[src/design/fqs_pkg.sv]
// Shared types and codes for the searchable FIFO queue.
`timescale 1ns / 1ps

package fqs_pkg;

  // Operation codes carried on the opcode input.
  typedef enum logic [1:0] {
    OP_ENQUEUE = 2'd0,
    OP_DEQUEUE = 2'd1,
    OP_SEARCH  = 2'd2,
    OP_DISPLAY = 2'd3
  } op_t;

  // Status codes carried on each result.
  typedef enum logic [2:0] {
    STAT_DONE      = 3'd0,
    STAT_FULL      = 3'd1,
    STAT_EMPTY     = 3'd2,
    STAT_MATCH     = 3'd3,
    STAT_NOT_FOUND = 3'd4,
    STAT_LISTED    = 3'd5
  } status_t;

  // Sequencer states.
  typedef enum logic [2:0] {
    ST_IDLE,
    ST_DEQ,
    ST_CHECK,
    ST_SEND,
    ST_FLUSH,
    ST_FINAL
  } state_t;

  // Result field widths and the per-operation result cap.
  localparam int POS_W   = 4;
  localparam int VALUE_W = 32;
  localparam int OCC_W   = 5;
  localparam int NRES_W  = 5;
  localparam logic [NRES_W-1:0] RESULT_CAP = 5'd16;

  // One result, less the occupancy, which is taken from the count.
  typedef struct packed {
    status_t            status;
    logic [POS_W-1:0]   position;
    logic [VALUE_W-1:0] value;
    logic               last;
  } result_t;

endpackage

[src/design/fqs_store.sv]
// Entry memory of the queue: one write port, one registered read port.
`timescale 1ns / 1ps

module fqs_store #(
  parameter int DEPTH = 16,
  parameter int IDX_W = 4
) (
  input  logic                       clk,
  input  logic                       we,
  input  logic [IDX_W-1:0]           waddr,
  input  logic [fqs_pkg::VALUE_W-1:0] wdata,
  input  logic [IDX_W-1:0]           raddr,
  output logic [fqs_pkg::VALUE_W-1:0] rdata
);
  import fqs_pkg::*;

  logic [VALUE_W-1:0] mem [DEPTH];

  // Write port.
  always_ff @(posedge clk) begin
    if (we) begin
      mem[waddr] <= wdata;
    end
  end

  // Read port, read every cycle, data registered.
  always_ff @(posedge clk) begin
    rdata <= mem[raddr];
  end

endmodule

[src/design/fifo_queue_with_search.sv]
// Top level of the searchable FIFO queue: sequencer, pointers and result register.
// Enqueue and a full or empty report give their result in the cycle after the input
// transfer; a dequeue first passes ST_DEQ, which captures the registered head read. Search
// and display check one entry a cycle with one read port and one comparator, except while
// a held result waits for output in ST_SEND. Input is ready again the cycle after the final
// result transfer. Synchronous reset empties the queue and leaves stored entries.
`timescale 1ns / 1ps

module fifo_queue_with_search #(
  parameter int QUEUE_DEPTH = 16
) (
  input  logic                        clk,
  input  logic                        rst,
  input  logic                        in_valid,
  output logic                        in_ready,
  input  logic [1:0]                  opcode,
  input  logic signed [31:0]          in_value,
  output logic                        out_valid,
  input  logic                        out_ready,
  output logic [2:0]                  status,
  output logic [fqs_pkg::POS_W-1:0]   position,
  output logic signed [31:0]          out_value,
  output logic [fqs_pkg::OCC_W-1:0]   occupancy,
  output logic                        last
);
  import fqs_pkg::*;

  localparam int IDX_W = $clog2(QUEUE_DEPTH);
  localparam int CNT_W = $clog2(QUEUE_DEPTH + 1);
  localparam logic [IDX_W-1:0] LAST_SLOT  = IDX_W'(QUEUE_DEPTH - 1);
  localparam logic [CNT_W-1:0] FULL_COUNT = CNT_W'(QUEUE_DEPTH);

  // Control registers.
  state_t             state, state_next;
  logic [IDX_W-1:0]   head, head_next;
  logic [IDX_W-1:0]   tail, tail_next;
  logic [CNT_W-1:0]   count, count_next;
  logic [IDX_W-1:0]   slot;
  logic [CNT_W-1:0]   idx;
  logic [NRES_W-1:0]  nres;
  logic               pend_valid;

  // Payload registers.
  op_t                op_q;
  logic [VALUE_W-1:0] value_q;
  logic [POS_W-1:0]   pend_pos;
  logic [VALUE_W-1:0] pend_value;
  result_t            out_q;
  logic [OCC_W-1:0]   occ_q;

  // Datapath controls.
  logic               in_fire, out_fire;
  logic               mem_we;
  logic [IDX_W-1:0]   rd_addr;
  logic [VALUE_W-1:0] rd_data;
  logic [IDX_W-1:0]   head_inc, tail_inc, slot_inc;
  logic               hit, at_end, cap_end, scan_end;
  logic               scan_start, scan_step, nres_inc;
  logic               pend_load, pend_clear;
  logic               out_load;
  result_t            out_next;
  logic [POS_W-1:0]   idx_pos, count_pos;
  logic [31:0]        idx_wide, count_wide, count_next_wide;

  assign in_ready  = (state == ST_IDLE);
  assign out_valid = (state == ST_SEND) || (state == ST_FLUSH) || (state == ST_FINAL);
  assign in_fire   = in_valid && in_ready;
  assign out_fire  = out_valid && out_ready;

  // Ring pointer increments.
  assign head_inc = (head == LAST_SLOT) ? '0 : head + IDX_W'(1);
  assign tail_inc = (tail == LAST_SLOT) ? '0 : tail + IDX_W'(1);
  assign slot_inc = (slot == LAST_SLOT) ? '0 : slot + IDX_W'(1);

  // Read the head when idle, the following entry while checking, else the scan slot.
  always_comb begin
    case (state)
      ST_IDLE:  rd_addr = head;
      ST_CHECK: rd_addr = slot_inc;
      default:  rd_addr = slot;
    endcase
  end

  fqs_store #(
    .DEPTH (QUEUE_DEPTH),
    .IDX_W (IDX_W)
  ) u_store (
    .clk   (clk),
    .we    (mem_we),
    .waddr (tail),
    .wdata (in_value),
    .raddr (rd_addr),
    .rdata (rd_data)
  );

  // Shared compare and scan end tests.
  assign hit      = (op_q == OP_DISPLAY) || (rd_data == value_q);
  assign at_end   = ((idx + CNT_W'(1)) == count);
  assign cap_end  = (nres == RESULT_CAP - NRES_W'(1));
  assign scan_end = at_end || (hit && cap_end);

  // Positions and occupancy are masked to their field widths.
  assign idx_wide        = 32'(idx);
  assign count_wide      = 32'(count);
  assign count_next_wide = 32'(count_next);
  assign idx_pos         = idx_wide[POS_W-1:0];
  assign count_pos       = count_wide[POS_W-1:0];

  // Next state.
  always_comb begin
    state_next = state;
    case (state)
      ST_IDLE: begin
        if (in_fire) begin
          if (op_t'(opcode) == OP_ENQUEUE || count == '0) begin
            state_next = ST_FINAL;
          end else if (op_t'(opcode) == OP_DEQUEUE) begin
            state_next = ST_DEQ;
          end else begin
            state_next = ST_CHECK;
          end
        end
      end
      ST_DEQ: state_next = ST_FINAL;
      ST_CHECK: begin
        if (hit && pend_valid) begin
          state_next = scan_end ? ST_FLUSH : ST_SEND;
        end else if (scan_end) begin
          state_next = ST_FINAL;
        end
      end
      ST_SEND: begin
        if (out_fire) state_next = ST_CHECK;
      end
      ST_FLUSH: begin
        if (out_fire) state_next = ST_FINAL;
      end
      ST_FINAL: begin
        if (out_fire) state_next = ST_IDLE;
      end
      default: state_next = ST_IDLE;
    endcase
  end

  // Datapath controls and the next result.
  always_comb begin
    head_next  = head;
    tail_next  = tail;
    count_next = count;
    mem_we     = 1'b0;
    scan_start = 1'b0;
    scan_step  = 1'b0;
    nres_inc   = 1'b0;
    pend_load  = 1'b0;
    pend_clear = 1'b0;
    out_load   = 1'b0;
    out_next   = '{status: STAT_DONE, position: '0, value: '0, last: 1'b1};
    case (state)
      ST_IDLE: begin
        if (in_fire) begin
          scan_start = 1'b1;
          if (op_t'(opcode) == OP_ENQUEUE) begin
            out_load = 1'b1;
            if (count == FULL_COUNT) begin
              out_next.status = STAT_FULL;
            end else begin
              mem_we            = 1'b1;
              tail_next         = tail_inc;
              count_next        = count + CNT_W'(1);
              out_next.position = count_pos;
            end
          end else if (count == '0) begin
            out_load        = 1'b1;
            out_next.status = STAT_EMPTY;
          end else if (op_t'(opcode) == OP_DEQUEUE) begin
            head_next  = head_inc;
            count_next = count - CNT_W'(1);
          end
        end
      end
      ST_DEQ: begin
        out_load       = 1'b1;
        out_next.value = rd_data;
      end
      ST_CHECK: begin
        scan_step = !scan_end;
        if (hit) begin
          nres_inc = 1'b1;
          if (pend_valid) begin
            // Send the held hit now that a later one exists.
            out_load          = 1'b1;
            out_next.status   = (op_q == OP_DISPLAY) ? STAT_LISTED : STAT_MATCH;
            out_next.position = pend_pos;
            out_next.value    = pend_value;
            out_next.last     = 1'b0;
            pend_load         = 1'b1;
          end else if (scan_end) begin
            out_load          = 1'b1;
            out_next.status   = (op_q == OP_DISPLAY) ? STAT_LISTED : STAT_MATCH;
            out_next.position = idx_pos;
            out_next.value    = rd_data;
          end else begin
            pend_load = 1'b1;
          end
        end else if (scan_end) begin
          out_load   = 1'b1;
          pend_clear = 1'b1;
          if (pend_valid) begin
            out_next.status   = (op_q == OP_DISPLAY) ? STAT_LISTED : STAT_MATCH;
            out_next.position = pend_pos;
            out_next.value    = pend_value;
          end else begin
            out_next.status = STAT_NOT_FOUND;
          end
        end
      end
      ST_FLUSH: begin
        if (out_fire) begin
          out_load          = 1'b1;
          pend_clear        = 1'b1;
          out_next.status   = (op_q == OP_DISPLAY) ? STAT_LISTED : STAT_MATCH;
          out_next.position = pend_pos;
          out_next.value    = pend_value;
        end
      end
      default: begin
      end
    endcase
  end

  // Control registers.
  always_ff @(posedge clk) begin
    if (rst) begin
      state      <= ST_IDLE;
      head       <= '0;
      tail       <= '0;
      count      <= '0;
      slot       <= '0;
      idx        <= '0;
      nres       <= '0;
      pend_valid <= 1'b0;
    end else begin
      state <= state_next;
      head  <= head_next;
      tail  <= tail_next;
      count <= count_next;
      if (scan_start) begin
        slot       <= head;
        idx        <= '0;
        nres       <= '0;
        pend_valid <= 1'b0;
      end else begin
        if (scan_step) begin
          slot <= slot_inc;
          idx  <= idx + CNT_W'(1);
        end
        if (nres_inc) nres <= nres + NRES_W'(1);
        if (pend_load) begin
          pend_valid <= 1'b1;
        end else if (pend_clear) begin
          pend_valid <= 1'b0;
        end
      end
    end
  end

  // Payload registers.
  always_ff @(posedge clk) begin
    if (in_fire) begin
      op_q    <= op_t'(opcode);
      value_q <= in_value;
    end
    if (pend_load) begin
      pend_pos   <= idx_pos;
      pend_value <= rd_data;
    end
    if (out_load) begin
      out_q <= out_next;
      occ_q <= count_next_wide[OCC_W-1:0];
    end
  end

  assign status    = out_q.status;
  assign position  = out_q.position;
  assign out_value = out_q.value;
  assign occupancy = occ_q;
  assign last      = out_q.last;

endmodule
[config.mk]
export PLATFORM = sky130hd
export DESIGN_NAME = fifo_queue_with_search
export DESIGN_NICKNAME = d
export VERILOG_FILES = /design/src/design/fqs_pkg.sv /design/src/design/fqs_store.sv /design/src/design/fifo_queue_with_search.sv
export SDC_FILE = /design/constraint.sdc
export NUM_CORES = 1
export LEC_CHECK = 0
export ABC_AREA = 1
export BUFFER_PORTS_ARGS = -buffer_cell sky130_fd_sc_hd__buf_2
export CORE_ASPECT_RATIO = 1.2
export CORE_UTILIZATION = 25
export DETAILED_ROUTE_END_ITERATION = 7
export SLEW_MARGIN = 20
export SYNTH_ARGS = -nofsm -noshare
export SYNTH_HDL_FRONTEND = slang
export SYNTH_SLANG_ARGS = --single-unit
[constraint.sdc]
create_clock -name clk -period 5 [get_ports clk]
set_input_delay 0.25 -clock clk [delete_from_list [all_inputs] [get_ports clk]]
set_output_delay 0.25 -clock clk [all_outputs]
set_load 0.03 [all_outputs]
# ---- After elaboration in Yosys (flattened, before gate mapping)
# Memories as Yosys holds them, arrays and structs flattened. A register that Yosys moved wholly into a read port is not among the register bits.
# Cells that the tools add are included.
dict set report totals {
  register_bits 146
  latchBits 0
  ramBits 512
  romBits 0
  inputBits 38
  n_memories 1
}
# name words width read_ports rd_ports_with_merged_regs write_ports line_no
set memory_table {}
lappend memory_table {u_store.mem 16 32 1 1 1 fqs_store.sv:17} ;# logic [VALUE_W-1:0] mem [DEPTH];
dict set report classes {
  addsub 7
  mul 0
  div 0
  order_cmp 0
  eq_ne 19
  shift 0
  muxes 66
  bitwise 3
  reduce_logical 20
}
# op count
set op_table {}
lappend op_table {{2-to-1 mux 39 bit} 5}
lappend op_table {{case mux 32 bit (3 select lines)} 1}
lappend op_table {{2-to-1 mux 36 bit} 1}
lappend op_table {{2-to-1 mux 3 bit} 11}
lappend op_table {{== test 32 bit} 1}
lappend op_table {{2-to-1 mux 5 bit} 6}
lappend op_table {{2-to-1 mux 4 bit} 7}
lappend op_table {{2-to-1 mux 1 bit} 27}
lappend op_table {{case mux 7 bit (3 select lines)} 1}
lappend op_table {{case mux 3 bit (6 select lines)} 1}
lappend op_table {{adder 5 x 1 -> 5 bit (second input constant)} 3}
lappend op_table {{adder 4 x 1 -> 4 bit (second input constant)} 3}
lappend op_table {{== test 4 bit (second input constant)} 3}
lappend op_table {{AND reduction 5 bit} 2}
lappend op_table {{case mux 4 bit (2 select lines)} 1}
lappend op_table {{2-to-1 mux 7 bit} 1}
lappend op_table {{== test 3 x 2 -> 1 bit (second input constant)} 2}
lappend op_table {{== test 3 bit (second input constant)} 2}
lappend op_table {{inequality test 2 bit (second input constant)} 3}
lappend op_table {{== test 5 x 4 -> 1 bit (second input constant)} 1}
lappend op_table {{== test 5 bit} 1}
lappend op_table {{== test 5 bit (second input constant)} 1}
lappend op_table {{zero test 5 bit} 1}
lappend op_table {{logical OR 1 bit} 5}
lappend op_table {{other kinds (18)} 25}

# ---- Longest topological paths before layout
dict set report depth {
  depth_word 9
  depth_mapped 15
}

# ---- By module
# From an unflattened synthesis, not the netlist that was laid out.
dict set report hier_totals {
  cells_unflattened 2850
  area_unflattened_um2 29871.1
}
# module instances cells_per_inst area_each_um2
set modules_own_cells {}
lappend modules_own_cells {fqs_store 1 2120 22730.6}
lappend modules_own_cells {fifo_queue_with_search 1 730 7140.6}

# ---- Least setup slack after synthesis
# No wires, ideal clock.
dict set report synth_path {
  path_kind {register to register}
  from {register idx[0]}
  to {register out_q, in the netlist last (enable)}
  setup_time_ns 0.510
  arrival_time_ns 4.686
  slack_ns -0.196
  path_stages_with_launch 12
  n_path_buf 0
  period_less_slack_ns 5.196
  path_cell_list {dfxtp_1 -> ha_1 -> or2_1 -> nand3_1 -> nand2_1 -> nor2_1 -> nand4_1 -> nand3_1 -> nand2_2 -> nand2_1 -> inv_1 -> o21ai_0}
}
dict set report synth_between {
  elab_chain_cells 7
}
# element line_no
set synth_lines {}
lappend synth_lines {{start: declaration} fifo_queue_with_search.sv:39} ;# logic [CNT_W-1:0] idx;
lappend synth_lines {{start signal: assignment} fifo_queue_with_search.sv:255} ;# idx <= idx + CNT_W'(1);
lappend synth_lines {{adder 5 x 1 -> 5 bit *} fifo_queue_with_search.sv:98} ;# assign at_end = ((idx + CNT_W'(1)) == count);
lappend synth_lines {{== test 5 bit *} fifo_queue_with_search.sv:98}
lappend synth_lines {{logical OR 1 bit *} fifo_queue_with_search.sv:100} ;# assign scan_end = at_end || (hit && cap_end);
lappend synth_lines {{2-to-1 mux 1 bit *} {fifo_queue_with_search.sv:197, fifo_queue_with_search.sv:205}}
lappend synth_lines {{2-to-1 mux 1 bit} fifo_queue_with_search.sv:189} ;# if (pend_valid) begin
lappend synth_lines {{2-to-1 mux 1 bit *} fifo_queue_with_search.sv:187} ;# if (hit) begin
lappend synth_lines {{case mux 1 bit (4 select lines) *} fifo_queue_with_search.sv:158} ;# case (state)
lappend synth_lines {{named net out_load} fifo_queue_with_search.sv:60} ;# logic out_load;
lappend synth_lines {{end signal: assignment} fifo_queue_with_search.sv:278} ;# out_q <= out_next;
lappend synth_lines {{end: declaration} fifo_queue_with_search.sv:48} ;# result_t out_q;
# Mark *: on every way through the listed nets, which the timed path passes. The rest lies on a longest branch.
# A chain may end at the register's enable or synchronous reset.

# ---- Worst setup path in the final report
dict set report layout_path {
  from {register state[2]}
  to {memory u_store.mem[1][12] (enable)}
}
dict set report layout_between {
  elab_chain_cells 6
}
# element line_no
set layout_lines {}
lappend layout_lines {{start: declaration} fifo_queue_with_search.sv:34} ;# state_t state, state_next;
lappend layout_lines {{start signal: assignment} fifo_queue_with_search.sv:243} ;# state <= state_next;
lappend layout_lines {{zero test 3 bit *} {fifo_queue_with_search.sv:65, fifo_queue_with_search.sv:158}}
lappend layout_lines {{logical AND 1 bit} fifo_queue_with_search.sv:67} ;# assign in_fire = in_valid && in_ready;
lappend layout_lines {{2-to-1 mux 1 bit} fifo_queue_with_search.sv:160} ;# if (in_fire) begin
lappend layout_lines {{2-to-1 mux 1 bit *} fifo_queue_with_search.sv:158}
lappend layout_lines {{2-to-1 mux 1 bit *} fqs_store.sv:21} ;# if (we) begin
lappend layout_lines {{2-to-1 mux 1 bit (not written as such) *} fqs_store.sv:22} ;# mem[waddr] <= wdata;
lappend layout_lines {{end: declaration} fqs_store.sv:17}
# Mark *: on every way between the ends. The rest lies on a longest branch, timed or not.

==> out/results.tsv <==
stage	metric	value	unit
floorplanning	dieArea	115800	um2
sta	slew_violations	0	
synth	ys_warn_count	0	
status	status	finished, final reports clean	
sta	post-route-min-period	3591	ps
synth	syn-num-nets	2449	
floorplanning	die_y	372.6	um
sta	period_share	0.7182	
cts	clock-sinks	690	
global_routing	antenna_found_initial	20	
place	numPortBuffers	84	
setup_path	r2r_cells	7	
route	viasPerCell	4.491	
sta	hold_ws	84.79	ps
setup_path	endpoint_kind	register	
setup_path	crit_path_max_fanout	32	
cts	hold_buffers	3	
finish	nets	2512	
synth	ys_seq_area_frac	0.7022	
route	vias	18079	
synth	postSynth.asyncResetShare	0	
finish	drive_above_1_share	0.1013	
global_routing	grt_overflow_total	0	
global_routing	grt_pass1_wl	111.1	mm
setup_path	worst-setup-path-type	reg2reg	
route	routedWlPerCell	18.56	um
cts	cts_buffers	72	
setup_path	r2r_slack	1410	ps
sta	fin_skew	22.62	ps
hold_path	worstHoldStart	in_value[4]	
cts	worstSkewPairLatency	620	ps
power	vdd_drop_max	0.5573	mV
setup_path	rr_startpoint	state[2]$_SDFFE_PP0P_	
global_routing	grtUsageTotal	0.1279	
synth	synth_top_flop_cell	edfxtp_1	
power	p_per_area	570.7	nW/um2
place	place_area	30780	um2
sta	tns	0	ps
sta	grt_setup_unrepaired	false	
run	maxCapViolCount	0	
route	dr.pass1.iters	7	
synth	synth-edff-count	627	
finish	area_delta_synth_final	15.89	%
synth	synth_seq_cells	690	
global_routing	grt_max_degree	166	
cts	path_clk_slew	60	ps
hold_path	worst_hold_path_type	in2reg	
setup_path	crit_required	5230	ps
place	place_congestion	0.8412	
finish	fin_area	33160	um2
floorplanning	rows	135	
route	wirelength	74.73	mm
floorplanning	ioPinCount	85	
power	p_leak	11.97	nW
cts	postCtsResizedCells	0	
global_routing	grt_pass1_vias	17009	
setup_path	r2r_end	u_store.mem[1][12]$_DFFE_PP_	
route	drc	0	
sta	relSlewSlack	0.2480	
floorplanning	die_width	310.8	um
cts	cts_tree	done	
cts	cts_max_level	3	
sta	timing.fmax	0.2785	GHz
setup_path	crit_arrival	3820	ps
synth	netlist_area	28610	um2
synth	synth_cell_types	38	
place	dp.final_hpwl	48.24	mm
cts	clockBufferDepth	3	
sta	tightest_slew	1125	ps
sta	hold_viol	0	
setup_path	startpoint_type	register	
place	dp_cells	3888	
hold_path	whs_endpoint	u_store.mem[8][4]$_DFFE_PP_	
synth	syn_avg_cell_area	11.93	um2
route	drtIter0Drc	1444	
cts	cts-root-buf	clkbuf_16	
hold_path	hold_depth	1	
cts	post-cts-setup-buffer-count	0	
synth	synthCells	2399	
floorplanning	floorplan.initialDensity	0.2528	
route	ant_nets	0	
finish	instances_no_fill	4026	
floorplanning	core_area	113200	um2
sta	setup_viol	0	
-- power by group --
group / leakage [nW] / total [W] / switching (W) / internal (W)
Sequential: 6.22 / 0.00728 / 0.000355 / 0.00693
Combinational: 4.66 / 0.00652 / 0.00467 / 0.00184
Clock: 1.10 / 0.00512 / 0.00221 / 0.00292
-- worst max path at each step --
stage | start | endpoint | slack, ps | cells past startpoint
after floorplan | idx[0]$_SDFFE_PP0P_ | last$_SDFFCE_PN1P_ | 1020 | 11
after global placement | state[2]$_SDFFE_PP0P_ | u_store.mem[4][17]$_DFFE_PP_ | 1430 | 7
after detailed placement | state[2]$_SDFFE_PP0P_ | u_store.mem[1][7]$_DFFE_PP_ | 1370 | 7
after CTS | state[2]$_SDFFE_PP0P_ | u_store.mem[1][0]$_DFFE_PP_ | 1360 | 7
after global routing | state[2]$_SDFFE_PP0P_ | u_store.mem[1][13]$_DFFE_PP_ | 1190 | 7
final | state[2]$_SDFFE_PP0P_ | u_store.mem[1][12]$_DFFE_PP_ | 1410 | 7
-- cells in the mapped netlist (12+ instances only) --
master | number | area (um2)
nand3_1 | 283 | 1416
nand2_1 | 469 | 1760
a21oi_1 | 32 | 160.2
o21ai_0 | 28 | 140.1
buf_4 | 13 | 97.59
xnor2_1 | 25 | 219.0
inv_1 | 319 | 1197
dfxtp_1 | 63 | 1261
ha_1 | 12 | 150.1
buf_2 | 66 | 330.3
o211ai_1 | 258 | 1937
clkbuf_1 | 42 | 157.7
edfxtp_1 | 627 | 18830
nand4_1 | 31 | 193.9
nor2_1 | 58 | 217.7
-- per-layer routing --
| metal | GRT usage | share of wire | wire, um | vias to the layer above |
|---|---|---|---|---|
| li1 | - | - | - | 8631 |
| met1 | 0.1592 | 0.41 | 31000 | 8712 |
| met2 | 0.2175 | 0.48 | 36150 | 554 |
| met3 | 0.02364 | 0.062 | 4622 | 154 |
| met4 | 0.05343 | 0.037 | 2778 | 28 |
| met5 | 0 | 0.0023 | 172 | - |
-- stage by stage --
step / util / total power (W) / setup slack [ps]
after global placement: 0.2713 / 0.01391 / 1426
after floorplan: - / 0.01179 / 1021
after CTS: 0.2920 / 0.01909 / 1362
after global routing: 0.2929 / 0.01995 / 1192
final: 0.2930 / 0.01892 / 1409
after detailed placement: 0.2720 / 0.01395 / 1368
-- layout make-up --
cell class,instances,area (um2)
Fill cell,11502,80020
Sequential cell,690,20090
Multi-Input combinational cell,1250,6805
Clock buffer,97,1956
Tap cell,1507,1886
Inverter,330,1241
Timing Repair Buffer,118,893.4
Clock inverter,33,282.8
Antenna cell,1,2.502
-- worst max-delay path, stage by stage (launching register included) --
cell and delay (ps):
dfxtp_1 380, nor2_4 240, nand2_2 170, inv_2 120, nand2_1 410, nor2_2 550, nand2_1 360, nor2_4 920
-- logic make-up (layout without fill, tap and decap cells) --
logic type               Yosys count  count (layout)  share of synthesized area
flip-flops                       690             690                     0.7022
adder cells (fa/ha/maj)           12              12                   0.005248
buffers and inverters            459             578                    0.06560
other                              0               1                          0
AO/OA/AOI/OAI                    344             344                    0.08651
XOR/XNOR                          32              32                   0.009797
AND/OR/NAND/NOR                  861             861                     0.1302
multiplexers                       1               1                  0.0003936
-- state kept, by name (all words and copies together), names as in the netlist, 5 cells and up --
register and cells:
idx 5, nres 5, u_store.rdata 32, u_store.mem 512
value_q 32, occupancy 5, out_value 32, count 5
pend_value 32
-- cells in the final DEF, fill, tap and decap left out, types with 4 or more instances in the layout --
| cell | instances |
|---|---|
| dfxtp_1 | 63 |
| nor3_1 | 5 |
| o211ai_1 | 258 |
| xnor2_1 | 25 |
| o2111ai_1 | 9 |
| clkinv_2 | 9 |
| clkinv_1 | 16 |
| o21ai_0 | 27 |
| clkbuf_8 | 6 |
| nand4_1 | 31 |
| inv_2 | 9 |
| nand2_1 | 469 |
| ha_1 | 12 |
| buf_4 | 16 |
| edfxtp_1 | 627 |
| o22ai_1 | 4 |
| a211oi_1 | 5 |
| a22oi_1 | 4 |
| nand3_1 | 283 |
| nor2_1 | 41 |
| buf_12 | 12 |
| buf_2 | 84 |
| xor2_1 | 7 |
| inv_1 | 318 |
| a21oi_1 | 31 |
| clkbuf_1 | 19 |
| clkbuf_16 | 72 |
| nor2_4 | 19 |
(Power assumes the default switching activity.)
